<file path="config.mk">
export PLATFORM = sky130hd
export DESIGN_NAME = download_packet_framer_flat
export DESIGN_NICKNAME = d
export VERILOG_FILES = /design/src/hw/rtl/dpf_pkg.sv /design/src/hw/rtl/dpf_if.sv /design/src/hw/rtl/download_packet_framer.sv /design/src/hw/rtl/dpf_ctrl.sv /design/src/hw/rtl/dpf_datapath.sv /design/src/flat_wrapper.sv
export SDC_FILE = /design/constraint.sdc
export NUM_CORES = 2
export LEC_CHECK = 0
export BUFFER_PORTS_ARGS = -buffer_cell sky130_fd_sc_hd__buf_2
export CAP_MARGIN = 15
export CORE_MARGIN = 2
export CORE_UTILIZATION = 65
export CTS_BUF_LIST = sky130_fd_sc_hd__clkbuf_4 sky130_fd_sc_hd__clkbuf_8
export DETAILED_ROUTE_END_ITERATION = 10
export GPL_ROUTABILITY_DRIVEN = 1
export PLACE_DENSITY = 0.82
export SLEW_MARGIN = 20
export SYNTH_ARGS = -nofsm -noshare
export SYNTH_HDL_FRONTEND = slang
export SYNTH_SLANG_ARGS = --single-unit
export TNS_END_PERCENT = 50
</file>
<file path="constraint.sdc">
create_clock -name clk -period 6.85 [get_ports clk]
set_input_delay 0.3425 -clock clk [delete_from_list [all_inputs] [get_ports clk]]
set_output_delay 0.3425 -clock clk [all_outputs]
set_load 0.005 [all_outputs]
</file>
<file path="src/hw/rtl/dpf_pkg.sv">
// shared types, constants and helpers of the download packet framer
package dpf_pkg;

  localparam int PACKET_BYTES_DEF = 128;

  localparam int CFG_IDX_W  = 3;
  localparam int CFG_DATA_W = 64;

  // configuration register indexes
  localparam logic [CFG_IDX_W-1:0] CFG_IMAGE_LENGTH = 3'd0;
  localparam logic [CFG_IDX_W-1:0] CFG_LOAD_ADDRESS = 3'd1;
  localparam logic [CFG_IDX_W-1:0] CFG_DIGEST_0_7   = 3'd2;
  localparam logic [CFG_IDX_W-1:0] CFG_DIGEST_8_15  = 3'd3;
  localparam logic [CFG_IDX_W-1:0] CFG_DIGEST_16_23 = 3'd4;
  localparam logic [CFG_IDX_W-1:0] CFG_DIGEST_24_31 = 3'd5;

  localparam logic [31:0] FRAME_MAGIC = 32'h5859_5453;
  localparam logic [7:0]  CMD_START   = 8'd1;
  localparam logic [7:0]  CMD_CONT    = 8'd2;
  localparam logic [7:0]  OPT_DMA     = 8'd1;
  localparam logic [7:0]  CONT_TYPE   = 8'd1;

  typedef enum logic [1:0] {
    ST_IDLE,
    ST_START,
    ST_CONT
  } state_t;

  typedef struct packed {
    logic take;       // input beat accepted this cycle
    logic issue;      // launch the current packet word
    logic start_pkt;  // word belongs to a start packet
    logic final_word; // last word caused by this input beat
  } cmd_t;

  typedef struct packed {
    logic need_start;   // current byte opens an image
    logic need_cont;    // current byte closes a chunk
    logic cont_pending; // captured need_cont of the accepted byte
    logic word_last;    // word counter is on the packet's final word
    logic issue_ok;     // word pipeline can take a word
  } status_t;

  function automatic logic [31:0] bswap32(input logic [31:0] v);
    return {v[7:0], v[15:8], v[23:16], v[31:24]};
  endfunction

endpackage

</file>
<file path="src/hw/rtl/dpf_if.sv">
// valid/ready channels for image bytes and packet words
interface dpf_byte_if;
  logic       valid;
  logic       ready;
  logic [7:0] image_byte;

  modport source (output valid, output image_byte, input ready);
  modport sink (input valid, input image_byte, output ready);
endinterface

interface dpf_word_if;
  logic        valid;
  logic        ready;
  logic [31:0] packet_word;
  logic [4:0]  word_index;
  logic        is_start_packet;
  logic        last_word;

  modport source (output valid, output packet_word, output word_index,
                  output is_start_packet, output last_word, input ready);
  modport sink (input valid, input packet_word, input word_index,
                input is_start_packet, input last_word, output ready);
endinterface

</file>
<file path="src/hw/rtl/download_packet_framer.sv">
// Download packet framer top level: takes image bytes and emits packets as 32-bit words.
// A byte that opens an image, fills a chunk of PACKET_BYTES-8 payload bytes or ends the
// image is followed by one packet (PACKET_BYTES/4 words) or two, issued one word per
// cycle by the sequencer while the output side keeps up; the input stays blocked until
// the last word has been issued. Words pass through the buffer read stage, then the
// output register. Payload bytes wait in a simple dual-port buffer of (PACKET_BYTES-8)/4
// rows of four bytes. Configuration must be written only while no byte is being framed;
// the block itself does not enforce this.
module download_packet_framer #(
  parameter int PACKET_BYTES = dpf_pkg::PACKET_BYTES_DEF
) (
  input  logic                           clk,
  input  logic                           rst_n,
  input  logic                           cfg_we,
  input  logic [dpf_pkg::CFG_IDX_W-1:0]  cfg_index,
  input  logic [dpf_pkg::CFG_DATA_W-1:0] cfg_data,
  dpf_byte_if.sink                       in_ch,
  dpf_word_if.source                     out_ch
);

  dpf_pkg::cmd_t    cmd;
  dpf_pkg::status_t sts;

  dpf_ctrl u_ctrl (
    .clk      (clk),
    .rst_n    (rst_n),
    .in_valid (in_ch.valid),
    .in_ready (in_ch.ready),
    .sts      (sts),
    .cmd      (cmd)
  );

  dpf_datapath #(
    .PACKET_BYTES (PACKET_BYTES)
  ) u_datapath (
    .clk       (clk),
    .rst_n     (rst_n),
    .cfg_we    (cfg_we),
    .cfg_index (cfg_index),
    .cfg_data  (cfg_data),
    .in_byte   (in_ch.image_byte),
    .cmd       (cmd),
    .sts       (sts),
    .out_valid (out_ch.valid),
    .out_ready (out_ch.ready),
    .out_word  (out_ch.packet_word),
    .out_index (out_ch.word_index),
    .out_start (out_ch.is_start_packet),
    .out_last  (out_ch.last_word)
  );

endmodule

</file>
<file path="src/hw/rtl/dpf_ctrl.sv">
// sequencer that walks start and continuation packets word by word
module dpf_ctrl (
  input  logic             clk,
  input  logic             rst_n,
  input  logic             in_valid,
  output logic             in_ready,
  input  dpf_pkg::status_t sts,
  output dpf_pkg::cmd_t    cmd
);

  dpf_pkg::state_t state_r, state_nxt;

  always_ff @(posedge clk) begin
    if (!rst_n) begin
      state_r <= dpf_pkg::ST_IDLE;
    end else begin
      state_r <= state_nxt;
    end
  end

  always_comb begin
    state_nxt = state_r;
    unique case (state_r)
      dpf_pkg::ST_IDLE: begin
        if (in_valid) begin
          if (sts.need_start) begin
            state_nxt = dpf_pkg::ST_START;
          end else if (sts.need_cont) begin
            state_nxt = dpf_pkg::ST_CONT;
          end
        end
      end
      dpf_pkg::ST_START: begin
        if (sts.issue_ok && sts.word_last) begin
          state_nxt = sts.cont_pending ? dpf_pkg::ST_CONT : dpf_pkg::ST_IDLE;
        end
      end
      dpf_pkg::ST_CONT: begin
        if (sts.issue_ok && sts.word_last) begin
          state_nxt = dpf_pkg::ST_IDLE;
        end
      end
      default: state_nxt = dpf_pkg::ST_IDLE;
    endcase
  end

  always_comb begin
    in_ready       = 1'b0;
    cmd.take       = 1'b0;
    cmd.issue      = 1'b0;
    cmd.start_pkt  = 1'b0;
    cmd.final_word = 1'b0;
    unique case (state_r)
      dpf_pkg::ST_IDLE: begin
        in_ready = 1'b1;
        cmd.take = in_valid;
      end
      dpf_pkg::ST_START: begin
        cmd.issue      = sts.issue_ok;
        cmd.start_pkt  = 1'b1;
        cmd.final_word = sts.word_last && !sts.cont_pending;
      end
      dpf_pkg::ST_CONT: begin
        cmd.issue      = sts.issue_ok;
        cmd.final_word = sts.word_last;
      end
      default: in_ready = 1'b0;
    endcase
  end

endmodule

</file>
<file path="src/hw/rtl/dpf_datapath.sv">
// config registers, chunk buffer, word builder and output stage
module dpf_datapath #(
  parameter int PACKET_BYTES = dpf_pkg::PACKET_BYTES_DEF
) (
  input  logic                           clk,
  input  logic                           rst_n,
  input  logic                           cfg_we,
  input  logic [dpf_pkg::CFG_IDX_W-1:0]  cfg_index,
  input  logic [dpf_pkg::CFG_DATA_W-1:0] cfg_data,
  input  logic [7:0]                     in_byte,
  input  dpf_pkg::cmd_t                  cmd,
  output dpf_pkg::status_t               sts,
  output logic                           out_valid,
  input  logic                           out_ready,
  output logic [31:0]                    out_word,
  output logic [4:0]                     out_index,
  output logic                           out_start,
  output logic                           out_last
);

  localparam int PAYLOAD = PACKET_BYTES - 8;
  localparam int WORDS   = PACKET_BYTES / 4;
  localparam int ROWS    = PAYLOAD / 4;
  localparam int WORD_W  = $clog2(WORDS);
  localparam int ROW_W   = $clog2(ROWS);
  localparam int FILL_W  = $clog2(PAYLOAD + 1);

  // configuration
  logic [31:0] image_length_r;
  logic [31:0] load_address_r;
  logic [63:0] digest0_r, digest1_r, digest2_r, digest3_r;

  always_ff @(posedge clk) begin
    if (!rst_n) begin
      image_length_r <= '0;
      load_address_r <= '0;
      digest0_r      <= '0;
      digest1_r      <= '0;
      digest2_r      <= '0;
      digest3_r      <= '0;
    end else if (cfg_we) begin
      unique case (cfg_index)
        dpf_pkg::CFG_IMAGE_LENGTH: image_length_r <= cfg_data[31:0];
        dpf_pkg::CFG_LOAD_ADDRESS: load_address_r <= cfg_data[31:0];
        dpf_pkg::CFG_DIGEST_0_7:   digest0_r      <= cfg_data;
        dpf_pkg::CFG_DIGEST_8_15:  digest1_r      <= cfg_data;
        dpf_pkg::CFG_DIGEST_16_23: digest2_r      <= cfg_data;
        dpf_pkg::CFG_DIGEST_24_31: digest3_r      <= cfg_data;
        default: ;
      endcase
    end
  end

  // byte intake
  logic [31:0]       bytes_seen_r, bytes_seen_nxt;
  logic [FILL_W-1:0] fill_r, fill_nxt, fill_inc;
  logic [FILL_W-1:0] len_r;
  logic              end_r;
  logic              cont_pending_r;
  logic [23:0]       partial_r;
  logic              is_end, is_full;

  assign bytes_seen_nxt = bytes_seen_r + 32'd1;
  assign fill_inc       = fill_r + FILL_W'(1);
  assign is_end         = (bytes_seen_nxt == image_length_r);
  assign is_full        = (fill_inc == FILL_W'(PAYLOAD));
  assign fill_nxt       = (is_end || is_full) ? '0 : fill_inc;

  always_ff @(posedge clk) begin
    if (!rst_n) begin
      bytes_seen_r   <= '0;
      fill_r         <= '0;
      cont_pending_r <= 1'b0;
    end else if (cmd.take) begin
      bytes_seen_r   <= is_end ? '0 : bytes_seen_nxt;
      fill_r         <= fill_nxt;
      cont_pending_r <= is_end || is_full;
    end
  end

  always_ff @(posedge clk) begin
    if (cmd.take) begin
      len_r <= fill_inc;
      end_r <= is_end;
      case (fill_r[1:0])
        2'd0:    partial_r[7:0]   <= in_byte;
        2'd1:    partial_r[15:8]  <= in_byte;
        2'd2:    partial_r[23:16] <= in_byte;
        default: ;
      endcase
    end
  end

  // chunk buffer, four payload bytes per row, first byte in the low lane
  logic [31:0]      chunk_mem [ROWS];
  logic [31:0]      rdata_r;
  logic             mem_we, mem_re;
  logic [ROW_W-1:0] mem_waddr, mem_raddr;

  assign mem_we    = cmd.take && (fill_r[1:0] == 2'd3);
  assign mem_waddr = ROW_W'(fill_r >> 2);

  always_ff @(posedge clk) begin
    if (mem_we) begin
      chunk_mem[mem_waddr] <= {in_byte, partial_r};
    end
    if (mem_re) begin
      rdata_r <= chunk_mem[mem_raddr];
    end
  end

  // word counter
  logic [WORD_W-1:0] w_r;

  assign sts.word_last = (w_r == WORD_W'(WORDS - 1));

  always_ff @(posedge clk) begin
    if (!rst_n) begin
      w_r <= '0;
    end else if (cmd.issue) begin
      w_r <= sts.word_last ? '0 : w_r + WORD_W'(1);
    end
  end

  // word builder
  logic [7:0][31:0] dig_words;
  logic [7:0]       w_ext;
  logic [2:0]       dk;
  logic [31:0]      start_word, cont_word, part_word;
  logic [WORD_W-1:0] row;
  logic [8:0]       row_ext, len_rows;
  logic             use_mem;
  logic [7:0]       pb0, pb1, pb2;

  assign dig_words = {digest0_r, digest1_r, digest2_r, digest3_r};
  assign w_ext     = 8'(w_r);
  assign dk        = 3'(w_ext - 8'd3);

  always_comb begin
    case (w_ext) inside
      8'd0:          start_word = dpf_pkg::bswap32(dpf_pkg::FRAME_MAGIC);
      8'd1:          start_word = {dpf_pkg::CMD_START, 8'd0, dpf_pkg::OPT_DMA, 8'd0};
      8'd2:          start_word = dpf_pkg::bswap32(image_length_r);
      [8'd3:8'd10]:  start_word = dig_words[3'd7 - dk];
      8'd11:         start_word = dpf_pkg::bswap32(load_address_r);
      default:       start_word = '0;
    endcase
  end

  assign row       = w_r - WORD_W'(2);
  assign row_ext   = 9'(row);
  assign len_rows  = 9'(len_r >> 2);
  assign mem_raddr = ROW_W'(row);

  // the row that holds the chunk's tail comes from the partial register
  assign pb0       = (len_r[1:0] > 2'd0) ? partial_r[7:0]   : 8'd0;
  assign pb1       = (len_r[1:0] > 2'd1) ? partial_r[15:8]  : 8'd0;
  assign pb2       = (len_r[1:0] > 2'd2) ? partial_r[23:16] : 8'd0;
  assign part_word = {pb0, pb1, pb2, 8'd0};

  always_comb begin
    use_mem = 1'b0;
    if (w_r == '0) begin
      cont_word = dpf_pkg::bswap32(dpf_pkg::FRAME_MAGIC);
    end else if (w_r == WORD_W'(1)) begin
      cont_word = {dpf_pkg::CMD_CONT, dpf_pkg::CONT_TYPE, 8'(len_r), 7'd0, end_r};
    end else if (row_ext < len_rows) begin
      cont_word = '0;
      use_mem   = 1'b1;
    end else if (row_ext == len_rows) begin
      cont_word = part_word;
    end else begin
      cont_word = '0;
    end
  end

  assign mem_re = cmd.issue && !cmd.start_pkt && use_mem;

  // stage after the buffer read, then the output register
  logic        s2_valid_r;
  logic [31:0] s2_word_r;
  logic        s2_use_mem_r;
  logic [4:0]  s2_index_r;
  logic        s2_start_r, s2_last_r;
  logic        s2_adv;

  logic        out_valid_r;
  logic [31:0] out_word_r;
  logic [4:0]  out_index_r;
  logic        out_start_r, out_last_r;

  assign s2_adv       = s2_valid_r && (!out_valid_r || out_ready);
  assign sts.issue_ok = !s2_valid_r || s2_adv;

  always_ff @(posedge clk) begin
    if (!rst_n) begin
      s2_valid_r  <= 1'b0;
      out_valid_r <= 1'b0;
    end else begin
      if (cmd.issue) begin
        s2_valid_r <= 1'b1;
      end else if (s2_adv) begin
        s2_valid_r <= 1'b0;
      end
      if (s2_adv) begin
        out_valid_r <= 1'b1;
      end else if (out_ready) begin
        out_valid_r <= 1'b0;
      end
    end
  end

  always_ff @(posedge clk) begin
    if (cmd.issue) begin
      s2_word_r    <= cmd.start_pkt ? start_word : cont_word;
      s2_use_mem_r <= !cmd.start_pkt && use_mem;
      s2_index_r   <= 5'(w_r);
      s2_start_r   <= cmd.start_pkt;
      s2_last_r    <= cmd.final_word;
    end
    if (s2_adv) begin
      out_word_r  <= s2_use_mem_r ? dpf_pkg::bswap32(rdata_r) : s2_word_r;
      out_index_r <= s2_index_r;
      out_start_r <= s2_start_r;
      out_last_r  <= s2_last_r;
    end
  end

  assign sts.need_start   = (bytes_seen_r == '0);
  assign sts.need_cont    = is_end || is_full;
  assign sts.cont_pending = cont_pending_r;

  assign out_valid = out_valid_r;
  assign out_word  = out_word_r;
  assign out_index = out_index_r;
  assign out_start = out_start_r;
  assign out_last  = out_last_r;

endmodule
</file>
<file path="src/flat_wrapper.sv">
// flat-port wrapper written by rule: the top's interface ports become plain ports
module download_packet_framer_flat 
#(
  parameter int PACKET_BYTES = dpf_pkg::PACKET_BYTES_DEF
)
  (clk, rst_n, cfg_we, cfg_index, cfg_data, in_ch_valid, in_ch_image_byte, in_ch_ready, out_ch_valid, out_ch_packet_word, out_ch_word_index, out_ch_is_start_packet, out_ch_last_word, out_ch_ready);
  dpf_byte_if in_ch_i ();
  dpf_word_if out_ch_i ();
  input  logic clk;
  input  logic rst_n;
  input  logic cfg_we;
  input  logic [dpf_pkg::CFG_IDX_W-1:0] cfg_index;
  input  logic [dpf_pkg::CFG_DATA_W-1:0] cfg_data;
  input wire logic [$bits(in_ch_i.valid)-1:0] in_ch_valid;
  input wire logic [$bits(in_ch_i.image_byte)-1:0] in_ch_image_byte;
  output wire logic [$bits(in_ch_i.ready)-1:0] in_ch_ready;
  output wire logic [$bits(out_ch_i.valid)-1:0] out_ch_valid;
  output wire logic [$bits(out_ch_i.packet_word)-1:0] out_ch_packet_word;
  output wire logic [$bits(out_ch_i.word_index)-1:0] out_ch_word_index;
  output wire logic [$bits(out_ch_i.is_start_packet)-1:0] out_ch_is_start_packet;
  output wire logic [$bits(out_ch_i.last_word)-1:0] out_ch_last_word;
  input wire logic [$bits(out_ch_i.ready)-1:0] out_ch_ready;
  assign in_ch_i.valid = in_ch_valid;
  assign in_ch_i.image_byte = in_ch_image_byte;
  assign in_ch_ready = in_ch_i.ready;
  assign out_ch_valid = out_ch_i.valid;
  assign out_ch_packet_word = out_ch_i.packet_word;
  assign out_ch_word_index = out_ch_i.word_index;
  assign out_ch_is_start_packet = out_ch_i.is_start_packet;
  assign out_ch_last_word = out_ch_i.last_word;
  assign out_ch_i.ready = out_ch_ready;
  download_packet_framer #(.PACKET_BYTES(PACKET_BYTES)) u_core (.clk(clk), .rst_n(rst_n), .cfg_we(cfg_we), .cfg_index(cfg_index), .cfg_data(cfg_data), .in_ch(in_ch_i), .out_ch(out_ch_i));
endmodule
</file>
==> impl_metrics.csv <==
group,metric,value,unit
synthesis,yosysTopAreaCell,"edfxtp_1",
timing,finalClockSkew,0.0529,ns
detailed_routing,vias,37300,
hold_path,min_path_cells,4,
critical_path,crit_fanout,15,
timing,setup_ws,2.25,ns
synthesis,synth_area_leaders,"edfxtp_1 56%, mux4_2 13%, dfxtp_1 12%, nand2_1 4.6%, a21oi_1 3.0%",
detailed_routing,drc_errors,0,
power_and_ir_drop,p_int,15.6,mW
global_route,grt_pass1_wl,234000,microns
synthesis,syn_area,59500,sq um
global_route,grt_pass1_vias,36000,
floorplanning,coreArea,91200,sq um
critical_path,critPathRequiredTime,7.64,ns
power_and_ir_drop,total_power,21.5,mW
timing,slew_headroom,15.2,%
placed_design,dpl.cell_count,5012,
placed_design,dp_hpwl,91800,microns
cts,ctsRootBufferMaster,"clkbuf_8",
synthesis,ys_ff_latch,1472,
cts,htree_levels,4,
critical_path,cp-end-kind,"register",
cts,cts_resized,0,
timing,maxSlewViolCount,0,
global_route,grt_util_all_layers,34.4,%
synthesis,synthFlopType,"edfxtp_1",
timing,finalHoldViolations,0,
floorplanning,boundaryPins,121,
global_route,antenna_found_initial,8,
floorplanning,initial_utilization,65.3,%
cts,cts_sinks,1472,
floorplanning,die-area,94000,sq um
critical_path,r2r_cells,11,
timing,tightest_slew,1.27,ns
detailed_routing,ant_nets,0,
power_and_ir_drop,pwr-share-seq,49.5,%
timing,finalCritPeriodShare,67.1,%
layout,nets,4228,
synthesis,syn_inst,3910,
detailed_routing,initialDrtViolationCount,5947,
timing,tns,0,ns
status,outcome,"completed",
placed_design,dp_slack,2.33,ns
timing,finalSetupViolations,0,
synthesis,synth_seq_area_share,68.0,%
timing,rsz0062_at_grt,"no",
synthesis,synth.avg_cell_area,15.2,sq um
synthesis,synth_top_area_share,55.6,%
layout,multi_input_area,18200,sq um
synthesis,synth_cell_types,79,
power_and_ir_drop,p_leak,21.2,nW
floorplanning,die-width,307,microns
placed_design,place.port_buffers,120,
power_and_ir_drop,p_comb_share,16.9,%
power_and_ir_drop,switchingPower,5.86,mW
hold_path,hp-class,"in2reg",
synthesis,synth_nets,4013,
cts,cts_tree,"done",
synthesis,yosysWarningCount,0,
cts,cts.clk_slew.worst_paths,0.07,ns
layout,final_cells,5502,
detailed_routing,dr.pass1.iters,6,
detailed_routing,wl_per_cell,29.4,microns
critical_path,start_kind,"register",
timing,timing.fmax,0.217,GHz
power_and_ir_drop,ir_worst_vdd,239,uV
critical_path,crit_type,"reg2reg",
cts,clock_latency,0.94,ns
flow_run,maxCapViolCount,0,
cts,clockBufferDepth,3,
synthesis,async_flop_share,0,%
global_route,grt_max_degree,240,
cts,cts_made_buffers,218,
timing,period_minus_slack,4.60,ns
power_and_ir_drop,swShare,27.3,%
floorplanning,rows,111,
floorplanning,die_y,307,microns
critical_path,worstPathArrival,5.39,ns
layout,seqCellArea,40500,sq um
placed_design,place.gp.congestion,0.943,
power_and_ir_drop,power.share.clock,33.5,%
synthesis,synth_edf_count,1103,
power_and_ir_drop,p_per_area,322,nW/um^2
layout,layout-area-overhead-vs-synth,12.1,%
global_route,grt.overflow.total,0,
detailed_routing,via_per_inst,6.77,
layout,drive_gt1_share,25.7,%
layout,fillers,5147,
detailed_routing,drt-total-wl,162000,microns
stage by stage:
stage | cell area [sq um] | hold WS [ns] | util [%]
2_1_floorplan | 59500 | 0.400 | -
3_3_place_gp | 61500 | 0.405 | 67.4
3_5_place_dp | 61500 | 0.411 | 67.4
4_1_cts | 66700 | 0.00996 | 73.1
5_1_grt | 66800 | 0.0615 | 73.2
6_report | 66800 | 0.0701 | 73.2
cells in the mapped netlist (12+ instances only):
cell type / instances
a21oi_1: 351
a221o_1: 27
a31o_1: 18
and3_1: 17
buf_1: 41
clkbuf_1: 218
dfxtp_1: 369
edfxtp_1: 1103
ha_1: 23
inv_1: 29
mux2_2: 129
mux4_2: 352
nand2_1: 724
nand3_1: 51
nand4_1: 25
nor2_1: 85
nor3_1: 28
nor4_1: 12
o211ai_1: 13
o21ai_0: 48
or4_1: 19
xnor2_1: 35
xor2_1: 23
registers in the layout, summed over array words and instances, names as in the netlist, 2 cells and up:
name and flops:
u_core.u_datapath.chunk_mem 960, u_core.u_datapath.digest0_r 64, u_core.u_datapath.digest1_r 64, u_core.u_datapath.digest2_r 64
u_core.u_datapath.digest3_r 64, u_core.u_datapath.bytes_seen_r 32, u_core.u_datapath.image_length_r 32, u_core.u_datapath.load_address_r 32
u_core.u_datapath.out_word 32, u_core.u_datapath.rdata_r 32, u_core.u_datapath.s2_word_r 32, u_core.u_datapath.partial_r 24
u_core.u_datapath.fill_r 7, u_core.u_datapath.len_r 7, u_core.u_datapath.out_index 5, u_core.u_datapath.s2_index_r 5
u_core.u_datapath.w_r 5, u_core.u_ctrl.state_r 2
power groups by stage:
stage                     Sequential, mW  Clock [mW]  Combinational (mW)
after global routing                10.7        7.61                3.81
after detailed placement            10.8           0                3.49
after CTS                           10.6        7.24                3.56
final                               10.6        7.20                3.64
after floorplan                     10.6           0                2.47
after global placement              10.8           0                3.41
worst max-delay path: stages, from the launching register on:
cell and delay [ns]:
dfxtp_1 0.47, ha_1 0.41, nand4_4 0.17, nor4_2 0.67, nand4_1 0.24, o21ai_0 0.32
nand4bb_1 0.14, or4b_4 0.56, nor4_4 0.78, buf_4 0.39, o22ai_1 0.11, and2_1 0.17
cell type report:
type,count,share of cell area (%)
inverter,30,0.180
tap,1186,2.22
sequential,1472,60.7
multi-input combinational,2135,27.3
clock buffer,317,5.67
clock inverter,87,0.978
antenna,7,0.0262
timing repair buffer,268,2.96
placed cells by master (no fill, tap or decap), types with 65 or more instances in the layout:
cell,Yosys,layout
buf_2,10,120
nand2_1,724,724
mux4_2,352,352
mux2_2,129,129
edfxtp_1,1103,1103
clkbuf_8,0,225
buf_4,2,65
clkbuf_4,0,92
a21oi_1,351,351
dlygate4sd3_1,0,76
dfxtp_1,369,367
layer usage:
| layer | GRT usage [%] | vias up | part of all wire, % |
|---|---|---|---|
| met5 | 0 | - | 0.029 |
| met4 | 13.9 | 6 | 4.1 |
| met2 | 53.7 | 2828 | 48 |
| met3 | 9.17 | 455 | 13 |
| li1 | - | 15400 | - |
| met1 | 46.8 | 18500 | 35 |
final timing paths:
path                                                         from                              to  slack [ns]
worst max-delay path            u_core.u_datapath.bytes_seen_r[0]     u_core.u_datapath.fill_r[1]        2.25
worst min register to register    u_core.u_datapath.s2_index_r[0]  u_core.u_datapath.out_index[0]        0.43
worst max register to register  u_core.u_datapath.bytes_seen_r[0]     u_core.u_datapath.fill_r[1]        2.25
worst min-delay path                                        rst_n        u_core.u_ctrl.state_r[1]        0.07
logic make-up after synthesis:
| group | count (synthesis) | synth area share (%) |
|---|---|---|
| buffers and inverters | 303 | 1.97 |
| muxes | 483 | 15.8 |
| adders and majority gates | 23 | 0.483 |
| AOI/OAI and AO/OA | 533 | 5.29 |
| and+or+nand+nor | 1038 | 7.58 |
| DFF | 1472 | 68.0 |
| xor gates and xnor gates | 58 | 0.853 |
repair_timing:
item                                   in CTS  in global routing
buffers inserted                            0                  0
hold buffers                               76                  0
endpoints found under the hold margin     535                  0
No activity file was read; power rests on OpenSTA's default activity.
